### config.mk
export PLATFORM = sky130hd
export DESIGN_NAME = interrupt_latency_window_stats
export DESIGN_NICKNAME = d
export VERILOG_FILES = /design/src/rtl/ilws_pkg.sv /design/src/rtl/ilws_front.sv /design/src/rtl/ilws_fifo.sv /design/src/rtl/ilws_back.sv /design/src/rtl/interrupt_latency_window_stats.sv
export SDC_FILE = /design/constraint.sdc
export NUM_CORES = 2
export LEC_CHECK = 0
export ABC_AREA = 1
export BUFFER_PORTS_ARGS = -buffer_cell sky130_fd_sc_hd__buf_2
export CORE_MARGIN = 1.5
export CORE_UTILIZATION = 55
export CTS_CLUSTER_DIAMETER = 60
export CTS_CLUSTER_SIZE = 16
export DETAILED_ROUTE_END_ITERATION = 8
export MAX_ROUTING_LAYER = met4
export PLACE_DENSITY = 0.73
export SYNTH_ARGS = -nofsm -noshare
export SYNTH_HDL_FRONTEND = slang
export SYNTH_SLANG_ARGS = --single-unit
### constraint.sdc
create_clock -name i_clk -period 30.7 [get_ports i_clk]
set_input_delay 1.535 -clock i_clk [delete_from_list [all_inputs] [get_ports i_clk]]
set_output_delay 1.535 -clock i_clk [all_outputs]
set_load 0.005 [all_outputs]
### src/rtl/ilws_pkg.sv
// package for the interrupt latency window statistics block
// shared widths, reset values, register indexes and the result record
// no dependencies
package ilws_pkg;

    localparam int DATA_W         = 16;
    localparam int SEQ_W          = 32;
    localparam int MEAN_W         = 26;
    localparam int MILLI          = 1000;
    localparam int MILLI_W        = 10;
    localparam int MAX_WINDOW_DEF = 4095;
    localparam int WLEN_W         = 12;
    localparam int CFG_IDX_W      = 4;
    localparam int CFG_DATA_W     = 16;
    localparam int QUEUE_DEPTH    = 2;

    localparam logic [DATA_W-1:0] RELOAD_RST = 16'hFFFF;
    localparam logic [WLEN_W-1:0] WLEN_RST   = 12'd200;
    localparam logic [DATA_W-1:0] MIN_RST    = 16'hFFFF;

    localparam logic [CFG_IDX_W-1:0] REG_TIMER_RELOAD  = 4'd0;
    localparam logic [CFG_IDX_W-1:0] REG_WINDOW_LENGTH = 4'd1;

    localparam logic KIND_SAMPLE = 1'b0;
    localparam logic KIND_STATS  = 1'b1;

    typedef struct packed {
        logic                     kind;
        logic                     last;
        logic [SEQ_W-1:0]         seq;
        logic [DATA_W-1:0]        lat;
        logic [DATA_W-1:0]        exe;
        logic signed [DATA_W-1:0] delta;
        logic [DATA_W-1:0]        lat_min;
        logic [DATA_W-1:0]        lat_max;
        logic [MEAN_W-1:0]        lat_mean;
        logic [DATA_W-1:0]        exe_min;
        logic [DATA_W-1:0]        exe_max;
        logic [MEAN_W-1:0]        exe_mean;
    } t_result;

    // width of one queued event record: full flag, sequence, three sample
    // fields, four extremes, two totals and the window count
    function automatic int rec_width(input int cnt_w);
        return 1 + SEQ_W + 7 * DATA_W + 2 * (DATA_W + cnt_w) + cnt_w;
    endfunction

endpackage

### src/rtl/ilws_front.sv
// front end: config registers, event numbering, per-event math and window tracking
// pushes one record per event into the queue; depends on ilws_pkg
module ilws_front #(
    parameter  int MAX_WINDOW = ilws_pkg::MAX_WINDOW_DEF,
    localparam int CNT_W      = $clog2(MAX_WINDOW + 1),
    localparam int REC_W      = ilws_pkg::rec_width(CNT_W)
) (
    input  logic                             i_clk,
    input  logic                             i_rst_n,
    input  logic                             i_cfg_we,
    input  logic [ilws_pkg::CFG_IDX_W-1:0]   i_cfg_index,
    input  logic [ilws_pkg::CFG_DATA_W-1:0]  i_cfg_data,
    input  logic                             i_in_valid,
    output logic                             o_in_ready,
    input  logic [ilws_pkg::DATA_W-1:0]      i_entry_count,
    input  logic [ilws_pkg::DATA_W-1:0]      i_exit_count,
    output logic                             o_push,
    input  logic                             i_full,
    output logic [REC_W-1:0]                 o_rec
);
    import ilws_pkg::*;

    localparam int TOT_W = DATA_W + CNT_W;
    localparam int CMP_W = ((CNT_W > WLEN_W) ? CNT_W : WLEN_W) + 1;

    typedef struct packed {
        logic              full;
        logic [SEQ_W-1:0]  seq;
        logic [DATA_W-1:0] entry;
        logic [DATA_W-1:0] exe;
        logic [DATA_W-1:0] delta;
        logic [DATA_W-1:0] lat_min;
        logic [DATA_W-1:0] lat_max;
        logic [DATA_W-1:0] exe_min;
        logic [DATA_W-1:0] exe_max;
        logic [TOT_W-1:0]  lat_tot;
        logic [TOT_W-1:0]  exe_tot;
        logic [CNT_W-1:0]  cnt;
    } t_rec;

    logic [DATA_W-1:0] r_reload;
    logic [WLEN_W-1:0] r_wlen;
    logic [SEQ_W-1:0]  r_seq,     n_seq;
    logic [DATA_W-1:0] r_prev;
    logic [CNT_W-1:0]  r_cnt,     n_cnt;
    logic [DATA_W-1:0] r_lat_min, n_lat_min;
    logic [DATA_W-1:0] r_lat_max, n_lat_max;
    logic [DATA_W-1:0] r_exe_min, n_exe_min;
    logic [DATA_W-1:0] r_exe_max, n_exe_max;
    logic [TOT_W-1:0]  r_lat_tot, n_lat_tot;
    logic [TOT_W-1:0]  r_exe_tot, n_exe_tot;

    logic [CMP_W-1:0]  len_ext;
    logic [CMP_W-1:0]  eff_len;
    logic [DATA_W-1:0] exe;
    logic              full;
    logic              accept;
    t_rec              rec;

    assign o_in_ready = !i_full;
    assign accept     = i_in_valid && !i_full;
    assign o_push     = accept;

    always_comb begin
        // zero length acts as one, long windows clamp
        len_ext = CMP_W'(r_wlen);
        if (len_ext == '0) begin
            eff_len = CMP_W'(1);
        end else if (len_ext > CMP_W'(MAX_WINDOW)) begin
            eff_len = CMP_W'(MAX_WINDOW);
        end else begin
            eff_len = len_ext;
        end

        if (i_exit_count >= i_entry_count) begin
            exe = i_exit_count - i_entry_count;
        end else begin
            exe = i_exit_count + r_reload + DATA_W'(1) - i_entry_count;
        end

        n_seq     = r_seq + SEQ_W'(1);
        n_cnt     = r_cnt + CNT_W'(1);
        n_lat_min = (i_entry_count < r_lat_min) ? i_entry_count : r_lat_min;
        n_lat_max = (i_entry_count > r_lat_max) ? i_entry_count : r_lat_max;
        n_exe_min = (exe < r_exe_min) ? exe : r_exe_min;
        n_exe_max = (exe > r_exe_max) ? exe : r_exe_max;
        n_lat_tot = r_lat_tot + TOT_W'(i_entry_count);
        n_exe_tot = r_exe_tot + TOT_W'(exe);
        full      = CMP_W'(n_cnt) >= eff_len;

        rec.full    = full;
        rec.seq     = n_seq;
        rec.entry   = i_entry_count;
        rec.exe     = exe;
        rec.delta   = i_entry_count - r_prev;
        rec.lat_min = n_lat_min;
        rec.lat_max = n_lat_max;
        rec.exe_min = n_exe_min;
        rec.exe_max = n_exe_max;
        rec.lat_tot = n_lat_tot;
        rec.exe_tot = n_exe_tot;
        rec.cnt     = n_cnt;
    end

    assign o_rec = rec;

    always_ff @(posedge i_clk) begin
        if (!i_rst_n) begin
            r_reload  <= RELOAD_RST;
            r_wlen    <= WLEN_RST;
            r_seq     <= '0;
            r_prev    <= '0;
            r_cnt     <= '0;
            r_lat_min <= MIN_RST;
            r_lat_max <= '0;
            r_exe_min <= MIN_RST;
            r_exe_max <= '0;
            r_lat_tot <= '0;
            r_exe_tot <= '0;
        end else begin
            if (i_cfg_we) begin
                if (i_cfg_index == REG_TIMER_RELOAD) begin
                    r_reload <= i_cfg_data[DATA_W-1:0];
                end else if (i_cfg_index == REG_WINDOW_LENGTH) begin
                    r_wlen <= i_cfg_data[WLEN_W-1:0];
                end
            end
            if (accept) begin
                r_seq  <= n_seq;
                r_prev <= i_entry_count;
                if (full) begin
                    r_cnt     <= '0;
                    r_lat_min <= MIN_RST;
                    r_lat_max <= '0;
                    r_exe_min <= MIN_RST;
                    r_exe_max <= '0;
                    r_lat_tot <= '0;
                    r_exe_tot <= '0;
                end else begin
                    r_cnt     <= n_cnt;
                    r_lat_min <= n_lat_min;
                    r_lat_max <= n_lat_max;
                    r_exe_min <= n_exe_min;
                    r_exe_max <= n_exe_max;
                    r_lat_tot <= n_lat_tot;
                    r_exe_tot <= n_exe_tot;
                end
            end
        end
    end

endmodule

### src/rtl/ilws_fifo.sv
// short record queue between front and back end
// generic width, depth from the package; depends on ilws_pkg
module ilws_fifo #(
    parameter int W     = 8,
    parameter int DEPTH = ilws_pkg::QUEUE_DEPTH
) (
    input  logic         i_clk,
    input  logic         i_rst_n,
    input  logic         i_push,
    input  logic [W-1:0] i_data,
    output logic         o_full,
    input  logic         i_pop,
    output logic         o_valid,
    output logic [W-1:0] o_data
);
    import ilws_pkg::*;

    localparam int PTR_W = (DEPTH > 1) ? $clog2(DEPTH) : 1;
    localparam int CNT_W = $clog2(DEPTH + 1);

    logic [W-1:0]     r_mem [DEPTH];
    logic [PTR_W-1:0] r_wr_ptr;
    logic [PTR_W-1:0] r_rd_ptr;
    logic [CNT_W-1:0] r_count;

    assign o_full  = (r_count == CNT_W'(DEPTH));
    assign o_valid = (r_count != '0);
    assign o_data  = r_mem[r_rd_ptr];

    always_ff @(posedge i_clk) begin
        if (i_push) begin
            r_mem[r_wr_ptr] <= i_data;
        end
    end

    always_ff @(posedge i_clk) begin
        if (!i_rst_n) begin
            r_wr_ptr <= '0;
            r_rd_ptr <= '0;
            r_count  <= '0;
        end else begin
            if (i_push) begin
                r_wr_ptr <= (r_wr_ptr == PTR_W'(DEPTH - 1)) ? '0 : r_wr_ptr + PTR_W'(1);
            end
            if (i_pop) begin
                r_rd_ptr <= (r_rd_ptr == PTR_W'(DEPTH - 1)) ? '0 : r_rd_ptr + PTR_W'(1);
            end
            if (i_push && !i_pop) begin
                r_count <= r_count + CNT_W'(1);
            end else if (i_pop && !i_push) begin
                r_count <= r_count - CNT_W'(1);
            end
        end
    end

endmodule

### src/rtl/ilws_back.sv
// back end: emits the sample result, then for a closed window the statistics
// result after a multiply and a bit-serial divide; depends on ilws_pkg
module ilws_back #(
    parameter  int MAX_WINDOW = ilws_pkg::MAX_WINDOW_DEF,
    localparam int CNT_W      = $clog2(MAX_WINDOW + 1),
    localparam int REC_W      = ilws_pkg::rec_width(CNT_W)
) (
    input  logic              i_clk,
    input  logic              i_rst_n,
    input  logic              i_q_valid,
    input  logic [REC_W-1:0]  i_q_data,
    output logic              o_q_pop,
    output logic              o_out_valid,
    input  logic              i_out_ready,
    output ilws_pkg::t_result o_result
);
    import ilws_pkg::*;

    localparam int TOT_W  = DATA_W + CNT_W;
    localparam int DVD_W  = TOT_W + MILLI_W;
    localparam int STEP_W = $clog2(DVD_W + 1);

    typedef struct packed {
        logic              full;
        logic [SEQ_W-1:0]  seq;
        logic [DATA_W-1:0] entry;
        logic [DATA_W-1:0] exe;
        logic [DATA_W-1:0] delta;
        logic [DATA_W-1:0] lat_min;
        logic [DATA_W-1:0] lat_max;
        logic [DATA_W-1:0] exe_min;
        logic [DATA_W-1:0] exe_max;
        logic [TOT_W-1:0]  lat_tot;
        logic [TOT_W-1:0]  exe_tot;
        logic [CNT_W-1:0]  cnt;
    } t_rec;

    typedef enum logic [4:0] {
        S_IDLE   = 5'b00001,
        S_SAMPLE = 5'b00010,
        S_MUL    = 5'b00100,
        S_DIV    = 5'b01000,
        S_STATS  = 5'b10000
    } t_state;

    t_state            r_state, n_state;
    logic              r_out_valid, n_out_valid;
    logic [STEP_W-1:0] r_step, n_step;
    t_rec              r_rec, n_rec;
    t_result           r_res, n_res;
    // lane 0 latency mean, lane 1 execution mean
    logic [DVD_W-1:0]  r_dvd [2];
    logic [DVD_W-1:0]  n_dvd [2];
    logic [CNT_W-1:0]  r_rem [2];
    logic [CNT_W-1:0]  n_rem [2];
    logic [CNT_W:0]    rem_sh [2];
    logic [DVD_W-1:0]  lat_ext;
    logic [DVD_W-1:0]  exe_ext;
    t_rec              q_rec;

    assign q_rec       = i_q_data;
    assign o_out_valid = r_out_valid;
    assign o_result    = r_res;
    assign lat_ext     = DVD_W'(r_rec.lat_tot);
    assign exe_ext     = DVD_W'(r_rec.exe_tot);

    always_comb begin
        n_state     = r_state;
        n_out_valid = r_out_valid;
        n_step      = r_step;
        n_rec       = r_rec;
        n_res       = r_res;
        o_q_pop     = 1'b0;
        for (int l = 0; l < 2; l++) begin
            n_dvd[l]  = r_dvd[l];
            n_rem[l]  = r_rem[l];
            rem_sh[l] = {r_rem[l], r_dvd[l][DVD_W-1]};
        end

        unique case (r_state)
            S_IDLE: begin
                if (i_q_valid) begin
                    o_q_pop        = 1'b1;
                    n_rec          = q_rec;
                    n_res          = '0;
                    n_res.kind     = KIND_SAMPLE;
                    n_res.last     = !q_rec.full;
                    n_res.seq      = q_rec.seq;
                    n_res.lat      = q_rec.entry;
                    n_res.exe      = q_rec.exe;
                    n_res.delta    = q_rec.delta;
                    n_out_valid    = 1'b1;
                    n_state        = S_SAMPLE;
                end
            end
            S_SAMPLE: begin
                if (i_out_ready) begin
                    n_out_valid = 1'b0;
                    n_state     = r_rec.full ? S_MUL : S_IDLE;
                end
            end
            S_MUL: begin
                // times 1000 as 1024 - 16 - 8
                n_dvd[0] = (lat_ext << 10) - (lat_ext << 4) - (lat_ext << 3);
                n_dvd[1] = (exe_ext << 10) - (exe_ext << 4) - (exe_ext << 3);
                n_rem[0] = '0;
                n_rem[1] = '0;
                n_step   = STEP_W'(DVD_W);
                n_state  = S_DIV;
            end
            S_DIV: begin
                // one restoring step per lane, quotient shifts in from the right
                for (int l = 0; l < 2; l++) begin
                    if (rem_sh[l] >= {1'b0, r_rec.cnt}) begin
                        n_rem[l] = CNT_W'(rem_sh[l] - {1'b0, r_rec.cnt});
                        n_dvd[l] = {r_dvd[l][DVD_W-2:0], 1'b1};
                    end else begin
                        n_rem[l] = rem_sh[l][CNT_W-1:0];
                        n_dvd[l] = {r_dvd[l][DVD_W-2:0], 1'b0};
                    end
                end
                n_step = r_step - STEP_W'(1);
                if (r_step == STEP_W'(1)) begin
                    n_res          = '0;
                    n_res.kind     = KIND_STATS;
                    n_res.last     = 1'b1;
                    n_res.seq      = r_rec.seq;
                    n_res.lat_min  = r_rec.lat_min;
                    n_res.lat_max  = r_rec.lat_max;
                    n_res.lat_mean = n_dvd[0][MEAN_W-1:0];
                    n_res.exe_min  = r_rec.exe_min;
                    n_res.exe_max  = r_rec.exe_max;
                    n_res.exe_mean = n_dvd[1][MEAN_W-1:0];
                    n_out_valid    = 1'b1;
                    n_state        = S_STATS;
                end
            end
            S_STATS: begin
                if (i_out_ready) begin
                    n_out_valid = 1'b0;
                    n_state     = S_IDLE;
                end
            end
            default: begin
                n_state     = S_IDLE;
                n_out_valid = 1'b0;
            end
        endcase
    end

    always_ff @(posedge i_clk) begin
        if (!i_rst_n) begin
            r_state     <= S_IDLE;
            r_out_valid <= 1'b0;
            r_step      <= '0;
        end else begin
            r_state     <= n_state;
            r_out_valid <= n_out_valid;
            r_step      <= n_step;
        end
    end

    always_ff @(posedge i_clk) begin
        r_rec <= n_rec;
        r_res <= n_res;
        for (int l = 0; l < 2; l++) begin
            r_dvd[l] <= n_dvd[l];
            r_rem[l] <= n_rem[l];
        end
    end

endmodule

### src/rtl/interrupt_latency_window_stats.sv
// top level of the interrupt latency window statistics block
// ties front end, record queue and back end together; depends on ilws_pkg
//
// each accepted beat is one interrupt event (entry and exit timer counts).
// the block always returns a per-event sample beat (sequence number, latency,
// execution ticks with reload wrap, signed delta to the previous entry), and
// when the event closes a window a second beat with window minima, maxima and
// the exact means times 1000. the front end takes one event per cycle while
// the two-entry record queue has room; for an event that leaves the window
// open the back end pops the record and then sends the sample beat; for a
// window-closing event it pops, sends the sample beat, does the times-1000
// multiply, runs one restoring divider step per quotient bit (TOT_W + 10
// bits, where TOT_W = 16 + clog2(MAX_WINDOW + 1), 38 bits at the default
// window limit) and then sends the statistics beat. both means divide in
// parallel lanes. output stalls only hold the back end; the front keeps
// taking events until the queue fills.
module interrupt_latency_window_stats #(
    parameter int MAX_WINDOW = ilws_pkg::MAX_WINDOW_DEF
) (
    input  logic                                 i_clk,
    input  logic                                 i_rst_n,
    // configuration writes
    input  logic                                 i_cfg_we,
    input  logic [ilws_pkg::CFG_IDX_W-1:0]       i_cfg_index,
    input  logic [ilws_pkg::CFG_DATA_W-1:0]      i_cfg_data,
    // event input channel
    input  logic                                 i_in_valid,
    output logic                                 o_in_ready,
    input  logic [ilws_pkg::DATA_W-1:0]          i_entry_count,
    input  logic [ilws_pkg::DATA_W-1:0]          i_exit_count,
    // result output channel
    output logic                                 o_out_valid,
    input  logic                                 i_out_ready,
    output logic                                 o_result_kind,
    output logic                                 o_last_of_run,
    output logic [ilws_pkg::SEQ_W-1:0]           o_sequence_number,
    output logic [ilws_pkg::DATA_W-1:0]          o_irq_latency,
    output logic [ilws_pkg::DATA_W-1:0]          o_handler_ticks,
    output logic signed [ilws_pkg::DATA_W-1:0]   o_latency_delta,
    output logic [ilws_pkg::DATA_W-1:0]          o_latency_min_out,
    output logic [ilws_pkg::DATA_W-1:0]          o_latency_max_out,
    output logic [ilws_pkg::MEAN_W-1:0]          o_latency_mean_milli,
    output logic [ilws_pkg::DATA_W-1:0]          o_exec_min_out,
    output logic [ilws_pkg::DATA_W-1:0]          o_exec_max_out,
    output logic [ilws_pkg::MEAN_W-1:0]          o_exec_mean_milli
);
    import ilws_pkg::*;

    localparam int CNT_W = $clog2(MAX_WINDOW + 1);
    localparam int REC_W = rec_width(CNT_W);

    // record path between front end and back end
    logic             push;
    logic             q_full;
    logic [REC_W-1:0] push_rec;
    logic             pop;
    logic             q_valid;
    logic [REC_W-1:0] pop_rec;
    t_result          result;

    ilws_front #(
        .MAX_WINDOW (MAX_WINDOW)
    ) u_front (
        .i_clk         (i_clk),
        .i_rst_n       (i_rst_n),
        .i_cfg_we      (i_cfg_we),
        .i_cfg_index   (i_cfg_index),
        .i_cfg_data    (i_cfg_data),
        .i_in_valid    (i_in_valid),
        .o_in_ready    (o_in_ready),
        .i_entry_count (i_entry_count),
        .i_exit_count  (i_exit_count),
        .o_push        (push),
        .i_full        (q_full),
        .o_rec         (push_rec)
    );

    ilws_fifo #(
        .W     (REC_W),
        .DEPTH (QUEUE_DEPTH)
    ) u_fifo (
        .i_clk   (i_clk),
        .i_rst_n (i_rst_n),
        .i_push  (push),
        .i_data  (push_rec),
        .o_full  (q_full),
        .i_pop   (pop),
        .o_valid (q_valid),
        .o_data  (pop_rec)
    );

    ilws_back #(
        .MAX_WINDOW (MAX_WINDOW)
    ) u_back (
        .i_clk       (i_clk),
        .i_rst_n     (i_rst_n),
        .i_q_valid   (q_valid),
        .i_q_data    (pop_rec),
        .o_q_pop     (pop),
        .o_out_valid (o_out_valid),
        .i_out_ready (i_out_ready),
        .o_result    (result)
    );

    // result beat fields, unused ones are zero in the back end
    assign o_result_kind        = result.kind;
    assign o_last_of_run        = result.last;
    assign o_sequence_number    = result.seq;
    assign o_irq_latency        = result.lat;
    assign o_handler_ticks      = result.exe;
    assign o_latency_delta      = result.delta;
    assign o_latency_min_out    = result.lat_min;
    assign o_latency_max_out    = result.lat_max;
    assign o_latency_mean_milli = result.lat_mean;
    assign o_exec_min_out       = result.exe_min;
    assign o_exec_max_out       = result.exe_max;
    assign o_exec_mean_milli    = result.exe_mean;

endmodule

==> impl_metrics.tcl <==
set metrics [dict create \
    status "finished, final reports clean" \
    rsz0062_at_grt "false" \
    synth_top_family_by_area "simple AND/OR/NAND/NOR gates" \
    grt_pass1_vias 36881 \
    fin_cells 7057 \
    grt_pass1_wl_mm 204 \
    drv_cap 0 \
    p_switching_mw 2.99 \
    start_util 0.557 \
    vias 38915 \
    io_buffers 256 \
    synth.avg_cell_area_um2 9.86 \
    finalPower_mw 7.14 \
    synth_xor_area_frac 0.0246 \
    drive_gt1_frac 0.0843 \
    globalRouteMet2Util 0.418 \
    p_per_area_mw_per_mm2 120 \
    grt_max_degree 147 \
    synth-edff-count 889 \
    fin_tns_setup_ns 0 \
    routed_wl_mm 132 \
    tightestPinTransition_ns 1.17 \
    cts_buffers 92 \
    postCtsSetupBuffers 0 \
    clockRootBuffer "clkbuf_16" \
    use_met1 0.379 \
    critical_path_class "primary input to register" \
    slew_viol_final 0 \
    p_leak_nw 25.3 \
    syn_nets 5877 \
    ys_types 59 \
    ys_warn_count 0 \
    setup-violations-final 0 \
    ant_nets 0 \
    cts_resized 0 \
    fmax_mhz 161 \
    place_area_mm2 0.0566 \
    p_seq_frac 0.365 \
    fin_crit_sh 0.203 \
    grt.busiest_layer "met2" \
    required_ns 31.30 \
    ir_worst_vdd_v 0.000132 \
    synth_area_mm2 0.0541 \
    clock_latency_ns 0.69 \
    viasPerCell 5.51 \
    synth_seq_area_share 0.577 \
    grt_remaining_overflow 0 \
    die_w_um 317 \
    fin_area_mm2 0.0597 \
    finalCriticalPeriod_ns 6.23 \
    synth-compound-area-share 0.102 \
    drc 0 \
    pwr-share-clk 0.169 \
    dp_hpwl_mm 90.0 \
    cts_buffer_depth 3 \
    path_clk_slew_ns 0.07 \
    antenna_found_initial 5 \
    hold_violations 0 \
    hold_path.class "register to register" \
    cts_tree "built" \
    skew_ns 0.0248 \
    ys_async_sr_fraction 0 \
    slew_headroom 0.217 \
    wl_per_cell_um 18.7 \
    area_growth_pct 10.4 \
    synth_cells 5489 \
    grtUsageTotal 0.270 \
    synthAdderAreaFrac 0.0853 \
    die_h_um 317 \
    cp-end-kind "register" \
    rows 114 \
    core_area_mm2 0.0971 \
    cp.arrival_ns 6.83 \
    io_pins 257 \
    drtIter0Drc 3783 \
    use_met3 0.0313 \
    combPwrFrac 0.466 \
    placedCellCount 6881 \
    start_kind "primary input" \
    synth_top_flop_cell "edfxtp_1" \
    crit_path_max_fanout 27 \
    drt_pass1_iterations 6 \
    muxShareOfSynthArea 0 \
    synth_simple_gate_area_frac 0.153 \
    synth_seq_cells 1114 \
    clkSinkCount 1114 \
    gp_congestion 0.945 \
    fill_cells 7913 \
    postCtsHoldBufs 0 \
    internal_power_mw 4.15 \
    p_sw_frac 0.419 \
    die_area_mm2 0.100 \
    nets 6087 \
    htreeDepth 3 \
]
==> layer usage <==
layer | vias up | routed length, µm
met2 | 1225 | 60600
met3 | 205 | 8270
li1 | 18900 | -
met5 | - | 0
met1 | 18585 | 59900
met4 | 0 | 3050
==> state kept, by name, indices dropped and copies added (netlist names), 24 cells and up, named ones only <==
register           flops
u_back.o_result      198
u_front.r_lat_tot     28
u_front.r_exe_tot     28
u_back.r_rem          24
u_back.r_dvd          76
u_back.exe_ext        28
u_fifo.r_mem         426
u_back.lat_ext        28
u_front.r_seq         32
u_back.r_rec         109
==> critical path: stages <==
cell and delay, ns:
buf_2 0.21, inv_1 0.21, ha_1 0.39, fa_1 0.45
o211ai_1 0.34, a21oi_1 0.11, o21ai_0 0.34, nand4_1 0.19
nand3_1 0.12, nand3_1 0.08, nand2_1 0.09, inv_1 0.15
ha_1 0.32, nand2_1 0.06, inv_1 0.08, nand2_1 0.04
or4_1 0.48, o21ai_2 0.81, inv_1 0.27, o21ai_1 0.32
nand2_1 0.08, a21oi_1 0.14
==> placed cells by master (no fill, tap or decap), types with 166 or more instances in the layout <==
cell and instances:
ha_1 268, a21oi_1 496, nor2_1 368, edfxtp_1 889
buf_2 256, inv_1 654, o21ai_0 318, nand2_1 1345
nand3_1 166, dfxtp_1 224
==> path summary, 6_finish.rpt <==
kind                                                          from                                 end  slack [ns]  depth (start not counted)
worst min-delay path            u_front.r_lat_max[10]$_SDFFE_PN0P_  u_front.r_lat_max[10]$_SDFFE_PN0P_        0.47                          2
worst min register to register  u_front.r_lat_max[10]$_SDFFE_PN0P_  u_front.r_lat_max[10]$_SDFFE_PN0P_        0.47                          2
worst max register to register    u_front.r_reload[2]$_SDFFE_PN1P_  u_front.r_exe_max[10]$_SDFFE_PN0P_       25.26                         22
worst max-delay path                              i_entry_count[1]  u_front.r_exe_max[10]$_SDFFE_PN0P_       24.47                         22
==> Yosys cell counts (8+ instances only) <==
library cell / n / area, µm²
buf_2: 8 / 40.0
nand2_2: 17 / 106
clkbuf_1: 151 / 567
xnor2_1: 57 / 499
xor2_1: 95 / 832
o21bai_1: 23 / 173
inv_1: 656 / 2460
nor3_1: 32 / 160
dfxtp_1: 225 / 4500
ha_1: 268 / 3350
a21oi_1: 497 / 2490
nand2_1: 1346 / 5050
o21ai_1: 22 / 110
and2_1: 24 / 150
nand4_1: 29 / 181
a21boi_0: 8 / 60.1
a211oi_1: 11 / 82.6
o211ai_1: 24 / 180
o21a_1: 13 / 97.6
nor4_1: 13 / 81.3
edfxtp_1: 889 / 26700
nor2_1: 373 / 1400
a31oi_1: 58 / 363
nand3_1: 166 / 831
o21ai_0: 318 / 1590
a21o_1: 14 / 105
fa_1: 63 / 1260
buf_1: 13 / 48.8
==> final cells by class <==
type / instances / area [µm²] / area share
clock inverter: 37 / 518 / 0.00867
antenna: 2 / 5.00 / 0.0000838
inverter: 663 / 2510 / 0.0420
clock buffer: 137 / 2550 / 0.0428
timing repair buffer: 290 / 1550 / 0.0259
sequential: 1114 / 31200 / 0.523
tap: 1276 / 1600 / 0.0267
multi-input combinational: 3538 / 19800 / 0.331
==> metrics by stage <==
step | setup WS (ns) | util | hold WS (ns)
after floorplan | 18.36 | - | 0.432
after CTS | 24.62 | 0.615 | 0.464
after global routing | 24.12 | 0.615 | 0.475
after detailed placement | 23.91 | 0.583 | 0.454
after global placement | 24.03 | 0.583 | 0.434
final | 24.47 | 0.615 | 0.466
==> power by group through the flow <==
stage                     Clock [mW]  Combinational (mW)  Sequential [mW]
after detailed placement           0                3.29             2.64
after global routing            1.28                3.76             2.65
after global placement             0                3.22             2.63
after CTS                       1.23                3.31             2.61
after floorplan                    0                2.29             2.75
final                           1.21                3.33             2.61
==> kinds of logic after synthesis <==
group / after synthesis
XOR/XNOR: 152
AND/OR/NAND/NOR: 2037
buffers and inverters: 837
adder cells (fa/ha/maj): 331
flip-flops: 1114
AO/OA/AOI/OAI: 1018
(Power assumes the default switching activity.)
